File: config.mk
export PLATFORM = sky130hd
export DESIGN_NAME = beep_pattern_sequencer_core
export DESIGN_NICKNAME = d
export VERILOG_FILES = /design/src/hdl/bps_pkg.sv /design/src/hdl/bps_out_queue.sv /design/src/hdl/beep_pattern_sequencer_core.sv
export SDC_FILE = /design/constraint.sdc
export NUM_CORES = 1
export LEC_CHECK = 0
export ABC_CLOCK_PERIOD_IN_PS = 3800
export BUFFER_PORTS_ARGS = -buffer_cell sky130_fd_sc_hd__buf_2
export CAP_MARGIN = 15
export CORE_MARGIN = 2
export CORE_UTILIZATION = 55
export DETAILED_ROUTE_END_ITERATION = 6
export PLACE_DENSITY = 0.83
export SETUP_SLACK_MARGIN = 0.4
export SLEW_MARGIN = 15
export SYNTH_ARGS = -nofsm -noshare
export SYNTH_HDL_FRONTEND = slang
export SYNTH_SLANG_ARGS = --single-unit
export TNS_END_PERCENT = 20
File: constraint.sdc
create_clock -name clk -period 3.8 [get_ports clk]
set_input_delay 0.38 -clock clk [delete_from_list [all_inputs] [get_ports clk]]
set_output_delay 0.38 -clock clk [all_outputs]
set_load 0.05 [all_outputs]
File: src/hdl/bps_pkg.sv
// ----------------------------------------------------------------------------
// Beep pattern sequencer package
// Shared widths, item kinds and the result record of the beep sequencer.
// ----------------------------------------------------------------------------
package bps_pkg;

    localparam int COUNT_W   = 8;
    localparam int UNITS_W   = 12;
    localparam int PERIOD_W  = 16;
    localparam int SCALE_W   = 10;
    localparam int PROD_W    = UNITS_W + SCALE_W;
    localparam int IN_DATA_W = 24;
    localparam int OUT_DATA_W = 8;

    localparam logic [PERIOD_W-1:0] PERIOD_MAX = {PERIOD_W{1'b1}};

    typedef enum logic
    {
        FUNC_TICK    = 1'b0,
        FUNC_REQUEST = 1'b1
    } func_t;

    typedef struct packed
    {
        logic request_dropped;
        logic busy_res;
        logic buzzer_on;
    } result_t;

    localparam int RESULT_W = $bits(result_t);

endpackage

File: src/hdl/bps_out_queue.sv
// ----------------------------------------------------------------------------
// Beep sequencer result queue
// Two-entry output buffer that decouples the result stream from the input
// side; space is reported from a register.
// ----------------------------------------------------------------------------
module bps_out_queue
    import bps_pkg::*;
(
    input  logic    clk,
    input  logic    rst_n,
    input  logic    push,
    input  result_t push_data,
    output logic    has_space,
    output logic    out_valid,
    input  logic    out_ready,
    output result_t out_data
);

    logic [1:0] count_reg;
    logic [1:0] count_next;
    result_t    head_reg;
    result_t    head_next;
    result_t    tail_reg;
    result_t    tail_next;
    logic       pop;

    assign pop       = out_valid && out_ready;
    assign out_valid = (count_reg != 2'd0);
    assign out_data  = head_reg;
    assign has_space = (count_reg != 2'd2);

    always_comb
    begin
        head_next  = head_reg;
        tail_next  = tail_reg;
        count_next = count_reg;
        case ({push, pop})
            2'b10:
            begin
                if (count_reg == 2'd0)
                begin
                    head_next = push_data;
                end
                else
                begin
                    tail_next = push_data;
                end
                count_next = count_reg + 2'd1;
            end
            2'b01:
            begin
                head_next  = tail_reg;
                count_next = count_reg - 2'd1;
            end
            2'b11:
            begin
                if (count_reg == 2'd1)
                begin
                    head_next = push_data;
                end
                else
                begin
                    head_next = tail_reg;
                    tail_next = push_data;
                end
            end
            default:
            begin
                count_next = count_reg;
            end
        endcase
    end

    always_ff @(posedge clk or negedge rst_n)
    begin
        if (!rst_n)
        begin
            count_reg <= 2'd0;
        end
        else
        begin
            count_reg <= count_next;
        end
    end

    always_ff @(posedge clk)
    begin
        head_reg <= head_next;
        tail_reg <= tail_next;
    end

endmodule

File: src/hdl/beep_pattern_sequencer_core.sv
// ----------------------------------------------------------------------------
// Beep pattern sequencer core
// Buzzer beep sequencer driven by timer ticks and beep requests.
//
// Input stream (s_axis): tuser selects the transaction kind (0 tick,
// 1 beep request); tdata carries the beep count and duration in units.
// Output stream (m_axis): one result transaction per input transaction with
// the buzzer level, busy flag and a dropped-request flag.
// cfg_we/cfg_wdata write the buzzer enable bit; change it only while idle.
// The result is registered in the output queue before it is visible.
// Throughput: one transaction per cycle while the result queue has room;
// the state update for an item is done in the cycle it is accepted, and a
// two-entry result queue sits on the output side.
// Reset: pattern stopped, buffer slots empty, buzzer off, enable set.
// When the receiver stalls the queue fills; s_axis_tready drops once two
// results are waiting and rises again when one is taken.
// ----------------------------------------------------------------------------
module beep_pattern_sequencer_core
    import bps_pkg::*;
#(
    parameter int TICKS_PER_UNIT = 20
)
(
    input  logic                  clk,
    input  logic                  rst_n,
    input  logic                  cfg_we,
    input  logic                  cfg_wdata,
    input  logic                  s_axis_tvalid,
    output logic                  s_axis_tready,
    input  logic [IN_DATA_W-1:0]  s_axis_tdata,   // beep_count[7:0], duration_units[19:8]
    input  logic                  s_axis_tuser,   // func
    output logic                  m_axis_tvalid,
    input  logic                  m_axis_tready,
    output logic [OUT_DATA_W-1:0] m_axis_tdata    // buzzer_on, busy_res, request_dropped
);

    logic                enable_reg;
    logic                running_reg;
    logic                running_next;
    logic                drive_reg;
    logic                drive_next;
    logic [COUNT_W-1:0]  beeps_reg;
    logic [COUNT_W-1:0]  beeps_next;
    logic [PERIOD_W-1:0] period_reg;
    logic [PERIOD_W-1:0] period_next;
    logic [PERIOD_W-1:0] elapsed_reg;
    logic [PERIOD_W-1:0] elapsed_next;
    logic [1:0]          slot_valid_reg;
    logic [1:0]          slot_valid_next;
    logic [COUNT_W-1:0]  slot_count_reg [2];
    logic [COUNT_W-1:0]  slot_count_next [2];
    logic [PERIOD_W-1:0] slot_period_reg [2];
    logic [PERIOD_W-1:0] slot_period_next [2];

    logic                accept;
    func_t               func;
    logic [COUNT_W-1:0]  req_count;
    logic [UNITS_W-1:0]  req_units;
    logic [PROD_W-1:0]   req_product;
    logic [PERIOD_W-1:0] req_period;
    logic [PERIOD_W-1:0] elapsed_inc;
    logic                dropped;
    result_t             result;
    result_t             out_result;
    logic                queue_space;

    assign accept    = s_axis_tvalid && s_axis_tready;
    assign func      = func_t'(s_axis_tuser);
    assign req_count = s_axis_tdata[COUNT_W-1:0];
    assign req_units = s_axis_tdata[COUNT_W +: UNITS_W];

    assign req_product = PROD_W'(req_units) * PROD_W'(TICKS_PER_UNIT);
    assign req_period  = (req_product > PROD_W'(PERIOD_MAX)) ? PERIOD_MAX
                                                             : req_product[PERIOD_W-1:0];
    assign elapsed_inc = (elapsed_reg == PERIOD_MAX) ? elapsed_reg
                                                     : elapsed_reg + PERIOD_W'(1);

    always_comb
    begin
        running_next     = running_reg;
        drive_next       = drive_reg;
        beeps_next       = beeps_reg;
        period_next      = period_reg;
        elapsed_next     = elapsed_reg;
        slot_valid_next  = slot_valid_reg;
        slot_count_next  = slot_count_reg;
        slot_period_next = slot_period_reg;
        dropped          = 1'b0;
        unique case (func)
            FUNC_REQUEST:
            begin
                if (enable_reg)
                begin
                    if (!running_reg)
                    begin
                        running_next = 1'b1;
                        beeps_next   = req_count;
                        period_next  = req_period;
                        drive_next   = 1'b1;
                    end
                    else if (!slot_valid_reg[0])
                    begin
                        slot_valid_next[0]  = 1'b1;
                        slot_count_next[0]  = req_count;
                        slot_period_next[0] = req_period;
                    end
                    else if (!slot_valid_reg[1])
                    begin
                        slot_valid_next[1]  = 1'b1;
                        slot_count_next[1]  = req_count;
                        slot_period_next[1] = req_period;
                    end
                    else
                    begin
                        dropped = 1'b1;
                    end
                end
            end
            FUNC_TICK:
            begin
                if (running_reg)
                begin
                    elapsed_next = elapsed_inc;
                    if (elapsed_inc >= period_reg)
                    begin
                        elapsed_next = '0;
                        if (drive_reg)
                        begin
                            drive_next = 1'b0;
                            beeps_next = beeps_reg - COUNT_W'(1);
                        end
                        else if (beeps_reg != '0)
                        begin
                            drive_next = 1'b1;
                        end
                        else if (slot_valid_reg[0])
                        begin
                            slot_valid_next[0] = 1'b0;
                            beeps_next         = slot_count_reg[0];
                            period_next        = slot_period_reg[0];
                        end
                        else if (slot_valid_reg[1])
                        begin
                            slot_valid_next[1] = 1'b0;
                            beeps_next         = slot_count_reg[1];
                            period_next        = slot_period_reg[1];
                        end
                        else
                        begin
                            running_next = 1'b0;
                        end
                    end
                end
            end
            default:
            begin
                dropped = 1'b0;
            end
        endcase
    end

    always_comb
    begin
        result.buzzer_on       = drive_next;
        result.busy_res        = running_next;
        result.request_dropped = dropped;
    end

    always_ff @(posedge clk or negedge rst_n)
    begin
        if (!rst_n)
        begin
            enable_reg         <= 1'b1;
            running_reg        <= 1'b0;
            drive_reg          <= 1'b0;
            beeps_reg          <= '0;
            period_reg         <= '0;
            elapsed_reg        <= '0;
            slot_valid_reg     <= '0;
            slot_count_reg[0]  <= '0;
            slot_count_reg[1]  <= '0;
            slot_period_reg[0] <= '0;
            slot_period_reg[1] <= '0;
        end
        else
        begin
            if (cfg_we)
            begin
                enable_reg <= cfg_wdata;
            end
            if (accept)
            begin
                running_reg     <= running_next;
                drive_reg       <= drive_next;
                beeps_reg       <= beeps_next;
                period_reg      <= period_next;
                elapsed_reg     <= elapsed_next;
                slot_valid_reg  <= slot_valid_next;
                slot_count_reg  <= slot_count_next;
                slot_period_reg <= slot_period_next;
            end
        end
    end

    bps_out_queue u_out_queue
    (
        .clk       (clk),
        .rst_n     (rst_n),
        .push      (accept),
        .push_data (result),
        .has_space (queue_space),
        .out_valid (m_axis_tvalid),
        .out_ready (m_axis_tready),
        .out_data  (out_result)
    );

    assign s_axis_tready = queue_space;
    assign m_axis_tdata  = OUT_DATA_W'(out_result);

    assert property (@(posedge clk) disable iff (!rst_n)
        !running_reg |-> !drive_reg)
        else $error("buzzer driven while no pattern runs");

    assert property (@(posedge clk) disable iff (!rst_n)
        (slot_valid_reg != 2'b00) |-> running_reg)
        else $error("buffered request held while idle");

    assert property (@(posedge clk) disable iff (!rst_n)
        (accept && func == FUNC_TICK && !running_reg) |=>
            ($stable(beeps_reg) && $stable(elapsed_reg) && !running_reg))
        else $error("idle tick changed the pattern state");

    assert property (@(posedge clk) disable iff (!rst_n)
        (accept && func == FUNC_REQUEST && !enable_reg) |=>
            ($stable(slot_valid_reg) && $stable(running_reg)))
        else $error("disabled request altered the sequencer");

endmodule
=== After elaboration in Yosys (flattened, before gate mapping) ===
Cells that the tools add are included.

* Flip-flop bits (word level): 101
* Latch bits: 0
* Memory bits (writable): 0
* Memory bits (read-only): 0
* Word-level logic and storage cells: 123
* Memories: 0

* Add/subtract/negate cells: 4
* Multiply operators: 1
* Div/mod/pow operators: 0
* Order comparisons: 2
* Equality and inequality tests: 21
* Shift-type cells: 0
* Muxes and demuxes: 56
* Bitwise gates (word level): 3
* Reductions and logical operators: 17

{| class="wikitable"
|+ Operators by type and width
! operator !! count
|-
| $mux 16 || 11
|-
| $mux 8 || 8
|-
| $pmux 16 s2 || 1
|-
| $mux 1 || 19
|-
| $ne 2x2->1 const B || 9
|-
| $gt 17x16->1 const B || 1
|-
| $add 16x1->16 const B || 1
|-
| $eq 16x16->1 const B || 1
|-
| $ge 16x16->1 || 1
|-
| $pmux 8 s2 || 1
|-
| $mul 12x3->15 const B || 1
|-
| $reduce_and 7->1 || 2
|-
| $mux 2 || 6
|-
| $mux 3 || 4
|-
| $pmux 3 s3 || 1
|-
| $reduce_and 9->1 || 1
|-
| $ne 2x1->1 const B || 4
|-
| $pmux 2 s2 || 2
|-
| $reduce_and 8->1 || 1
|-
| $reduce_bool 8->1 || 1
|-
| $sub 8x1->8 const B || 1
|-
| $ne 3x3->1 const B || 2
|-
| $pmux 3 s2 || 1
|-
| $reduce_and 3->1 || 2
|-
| 14 further kinds || 22
|}

=== Longest topological paths before layout ===
* Depth in word-level cells: 9
* Depth in mapped cells: 14
* Gate-level depth less buffers: 13

=== Cells and area by module ===
A second synthesis with hierarchy kept.

* Cell total of the unflattened synthesis: 689
* Area, all modules: 6371.1 um^2

{| class="wikitable"
|+ By module, submodules not included
! module !! times used !! cells an instance !! area each (um^2) !! seq. area each (um^2)
|-
| beep_pattern_sequencer_core || 1 || 647 || 5875.6 || 2253.4
|-
| bps_out_queue || 1 || 42 || 495.5 || 230.2
|}

=== Worst setup path after synthesis ===
Ideal clock, no wire load.

* Path kind: register -> register
* From: register elapsed_reg[4]
* To: register period_reg[10]
* Setup time: 125 ps
* Arrival time: 3934 ps
* Data required time: 3675 ps
* Path slack: -258 ps
* Cell stages (with the launch flop): 14
* Path buffers: 1
* Clock period less this slack: 4058 ps
* Cell sequence: dfrtp_1 > clkbuf_2 > nand4_1 > nor4_1 > or3b_2 > nor3_1 > a21oi_1 > ha_1 > nand4_1 > or4_4 > a221oi_4 > nor3_2 > o31ai_4 > mux2_2

* Word-level cells in the longest chain between the ends: 5
* Elaborated cells on any way between the ends: 6

{| class="wikitable"
|+ RTL lines
! item !! line !! source
|-
| start: declaration || beep_pattern_sequencer_core.sv:46 || <nowiki>logic [PERIOD_W-1:0] elapsed_reg;</nowiki>
|-
| start signal: assignment || beep_pattern_sequencer_core.sv:197 || <nowiki>elapsed_reg <= elapsed_next;</nowiki>
|-
| $add 16x1->16 or $eq 16x16->1 (tied branches) || beep_pattern_sequencer_core.sv:76, beep_pattern_sequencer_core.sv:75 ||
|-
| $mux 16 * || beep_pattern_sequencer_core.sv:75 || <nowiki>assign elapsed_inc = (elapsed_reg == PERIOD_MAX) ? elapsed_reg</nowiki>
|-
| $ge 16x16->1 * || beep_pattern_sequencer_core.sv:124 || <nowiki>if (elapsed_inc >= period_reg)</nowiki>
|-
| $ne 2x2->1 (no source line) * || n/a ||
|-
| $reduce_and 8->1 (no source line) * || n/a ||
|-
| end signal: assignment || beep_pattern_sequencer_core.sv:196 || <nowiki>period_reg <= period_next;</nowiki>
|-
| end: declaration || beep_pattern_sequencer_core.sv:44 || <nowiki>logic [PERIOD_W-1:0] period_reg;</nowiki>
|}

Mark *: on every way between the ends. The rest lies on a longest branch, timed or not.
A chain may end at the register's enable or synchronous reset.

=== Worst setup path in the final report ===
* From: register elapsed_reg[3]
* To: register elapsed_reg[12]

* Word-level cells in the longest chain between the ends: 4
* Elaborated cells on any way between the ends: 5

{| class="wikitable"
|+ RTL lines
! item !! line
|-
| $add 16x1->16 or $eq 16x16->1 (tied branches) || beep_pattern_sequencer_core.sv:76, beep_pattern_sequencer_core.sv:75
|-
| $mux 16 * || beep_pattern_sequencer_core.sv:75
|-
| $ge 16x16->1 || beep_pattern_sequencer_core.sv:124
|-
| $mux 16 * || beep_pattern_sequencer_core.sv:124
|}

Marked as above.

==> summary.txt <==
Placement
  • I/O Buffers: 31
  • Pre-CTS setup slack: -0.0392 ns
  • RePlAce Congestion: 0.880
  • Hpwl dp: 9710 um
  • Cells after DPL: 801

Clock network
  • CTS H-tree depth: 3
  • Inserted Clock Buffers: 9
  • Clk_lat worst skew: slightly below 0.4 ns
  • Clock buffer depth: 2
  • CTS tree: yes
  • CTS clk-pin slew, worst paths: 0.10 ns
  • Clk root buf: clkbuf_8
  • CTS Hold Bufs: 0
  • Sink Count: 98

Finish
  • Non-Filler Instances: 851
  • Flip-flop count of the largest register after layout: 30
  • Filler cells: 780
  • Final Net Count: approximately 790
  • Inserted Diodes: 0
  • P&R area growth vs syn: 17.7%
  • Layout cells sized above 1: 26.0%

Floorplan
  • Initial Util: 56.8%
  • Die area: approximately 12000 um^2
  • Die Wd: 110 um
  • Die height: 110 um
  • I/O pin cnt: 41
  • FP Rows: 38
  • Core Box Area: around 11000 um^2

Synthesis
  • Syn Std Cell Area: a little over 6000 um^2
  • Distinct cells, synth: 62
  • Top post-synthesis cells by area: dfrtp_1 (37%), ha_1 (9.7%), mux2_2 (8.0%)
  • Synth Flop Type: dfrtp_1
  • Synth Register Bits: between 90 and 100
  • Yosys top cell by area: dfrtp_1
  • Asr flop ratio synth: 93.9%
  • Seq/Total Area, Yosys: 40.2%
  • EDFF count, synth: 6
  • Ys Warns: 0
  • Commonest cells in the netlist: dfrtp_1 (91), nand2_1 (56), ha_1 (48)
  • Area share of the largest cell type after synthesis: 36.8%
  • Count leader, synth: dfrtp_1
  • Syn Inst Count: 632
  • Syn Area/Cell: 9.78 um^2

Global route
  • Antenna violations before repair: 0
  • Total track usage: between 20% and 30%
  • Total grt overflow: 0
  • Pin count of the biggest net entering global routing: 71
  • First-pass GRT wire length: between 20000 and 30000 um
  • Vias in the first global route: around 5200

STA
  • F_max: 259 MHz
  • Final Hold Fails: 0
  • Worst setup margin: -0.0661 ns
  • Fin Setup TNS: -0.0661 ns
  • Headroom to the max-slew limit: between 30% and 40%
  • Final Skew: 0.00995 ns
  • Worst-margin pin slew: 0.913 ns
  • RSZ-0062 raised after global routing: true
  • Count of final max-slew check failures: 0
  • Worst hold slack: roughly 0.089 ns
  • Min Clock Period, post-route: 3.87 ns
  • Tcrit/Tclk final: 102%
  • Setup violators final: 1

Detailed routing
  • Initial drt markers: 304
  • Via-per-instance ratio: 6.10
  • Final wirelength: 15300 um
  • Drt drc: 0
  • Wire length per cell: 18.0 um
  • ANT nets after route: 0
  • Routed vias: 5195
  • Total iterations of the first detailed-routing run: 7

Critical path
  • Worst-case reg-to-reg path depth: 24
  • CP max stage cell: dfrtp_1
  • Crit. End Element: register
  • Type of the worst setup path: register to register
  • RR Endpoint: elapsed_reg[12]
  • CP Launch Type: register
  • Critical path capture point: elapsed_reg[12]
  • Arr. time, crit path: 4.13 ns
  • Crit path launch: elapsed_reg[3]
  • Most used cell along the critical path: buf_4
  • WP data required: ~4.1 ns
  • Slowest cell delay on critical path: 0.36 ns
  • Crit-path cells: nand4_1 > buf_6 > nor4_4 > nand2_1 > buf_4 > buf_4 > buf_4 > buf_4 > buf_4 > buf_4 > buf_4 > buf_4 > buf_4 > buf_4 > buf_4 > buf_4 > buf_4 > buf_4 > buf_4 > buf_4 > buf_4 > buf_4 > o21ai_2 > a21oi_2
  • Reg2Reg Setup Slack: -0.07 ns
  • R2R Path Start: elapsed_reg[3]
  • Critical-path maximum fanout: 5

Min path
  • Type of the most critical hold path: input port to async pin

Power
  • Cell Pwr Density: about 550 nW/um^2
  • IR Drop Worst-Case VDD: ~0.32 mV
  • Leakage: 3.41 nW

Status
  • Status: finished with violations
  • Failing checks: setup timing

Job
  • Max cap viols: 0
-- per-layer routing --
layer | up-vias | track usage [%] | part of all wire [%]
met3 | 44 | 3.94 | 5.4
met5 | - | 0 | 0
met4 | 0 | 12.2 | 3.6
li1 | 2415 | - | -
met2 | 190 | 44.5 | 50
met1 | 2546 | 33.9 | 42
-- how the worst min path moves through the flow --
stage                                   start                       end  slack [ns]  cells after the start
final                                   rst_n  u_out_queue.count_reg[1]        0.09                      1
after global routing                    rst_n  u_out_queue.count_reg[1]        0.17                      1
after CTS                               rst_n  u_out_queue.count_reg[0]        0.15                      1
after detailed placement  slot_period_reg[22]       slot_period_reg[22]        0.47                      2
after global placement    slot_period_reg[28]       slot_period_reg[28]        0.46                      2
after floorplan                         rst_n              beeps_reg[0]        0.08                      0
-- per-stage QoR --
stage	utilization [%]	cell area, um^2	power, mW
after global placement	61.2	6660	2.94
after global routing	66.9	7280	4.23
after detailed placement	61.2	6660	3.07
after floorplan	-	6260	2.68
after CTS	65.7	7160	3.92
final	66.9	7280	3.98
-- power by group --
part | switching [mW] | leakage [nW] | internal [mW]
clock | 0.400 | 0.115 | 0.396
sequential | 0.218 | 1.22 | 1.41
combinational | 0.888 | 2.07 | 0.668
-- critical path, delay by kind of cell (launching register included) --
kind	cells	cell delay [ns]
compound gates	2	0.27
flops	1	0.36
simple gates	3	0.65
buf+inv	19	2.48
-- cells by family (layout without fill, tap and decap cells) --
family | Yosys count | count (layout) | share of synthesized area, %
buf+inv | 70 | 145 | 4.78
mux | 67 | 67 | 11.7
compound gates | 165 | 165 | 17.6
xor+xnor | 25 | 25 | 3.54
fa+ha+maj | 49 | 49 | 10.0
other cells | 1 | 5 | 0.0606
flops | 98 | 98 | 40.2
simple gates | 157 | 157 | 12.1
-- layout by cell type, fill, tap and decap left out, types with 8 or more instances in the layout --
| master | count |
|---|---|
| mux2i_1 | 23 |
| dfrtp_1 | 88 |
| buf_2 | 30 |
| a21o_1 | 8 |
| nor2b_1 | 9 |
| mux2_2 | 37 |
| a22o_1 | 8 |
| clkbuf_8 | 10 |
| nand4_1 | 8 |
| o21ai_0 | 41 |
| a21oi_1 | 39 |
| nor2_1 | 39 |
| xnor2_1 | 14 |
| a31oi_1 | 9 |
| buf_4 | 58 |
| ha_1 | 44 |
| nand3_1 | 14 |
| inv_1 | 36 |
| xor2_1 | 11 |
| o21a_1 | 8 |
| nand2_1 | 52 |
| a211oi_1 | 15 |
-- cell type report --
cell class	instances	area, um^2	area share (%)
Timing Repair Buffer	92	648	8.90
Tap cell	140	175	2.41
Clock buffer	10	138	1.89
Multi-Input combinational cell	468	3590	49.3
Inverter	37	139	1.91
Clock inverter	6	101	1.39
Sequential cell	98	2490	34.2
-- timing repair --
item | CTS | global route
pin swaps | 3 | 7
buffers inserted | 27 | 7
gates resized for setup | 10 | 16
endpoints found under the setup margin | 47 | 47
No activity file was read; power rests on OpenSTA's default activity.
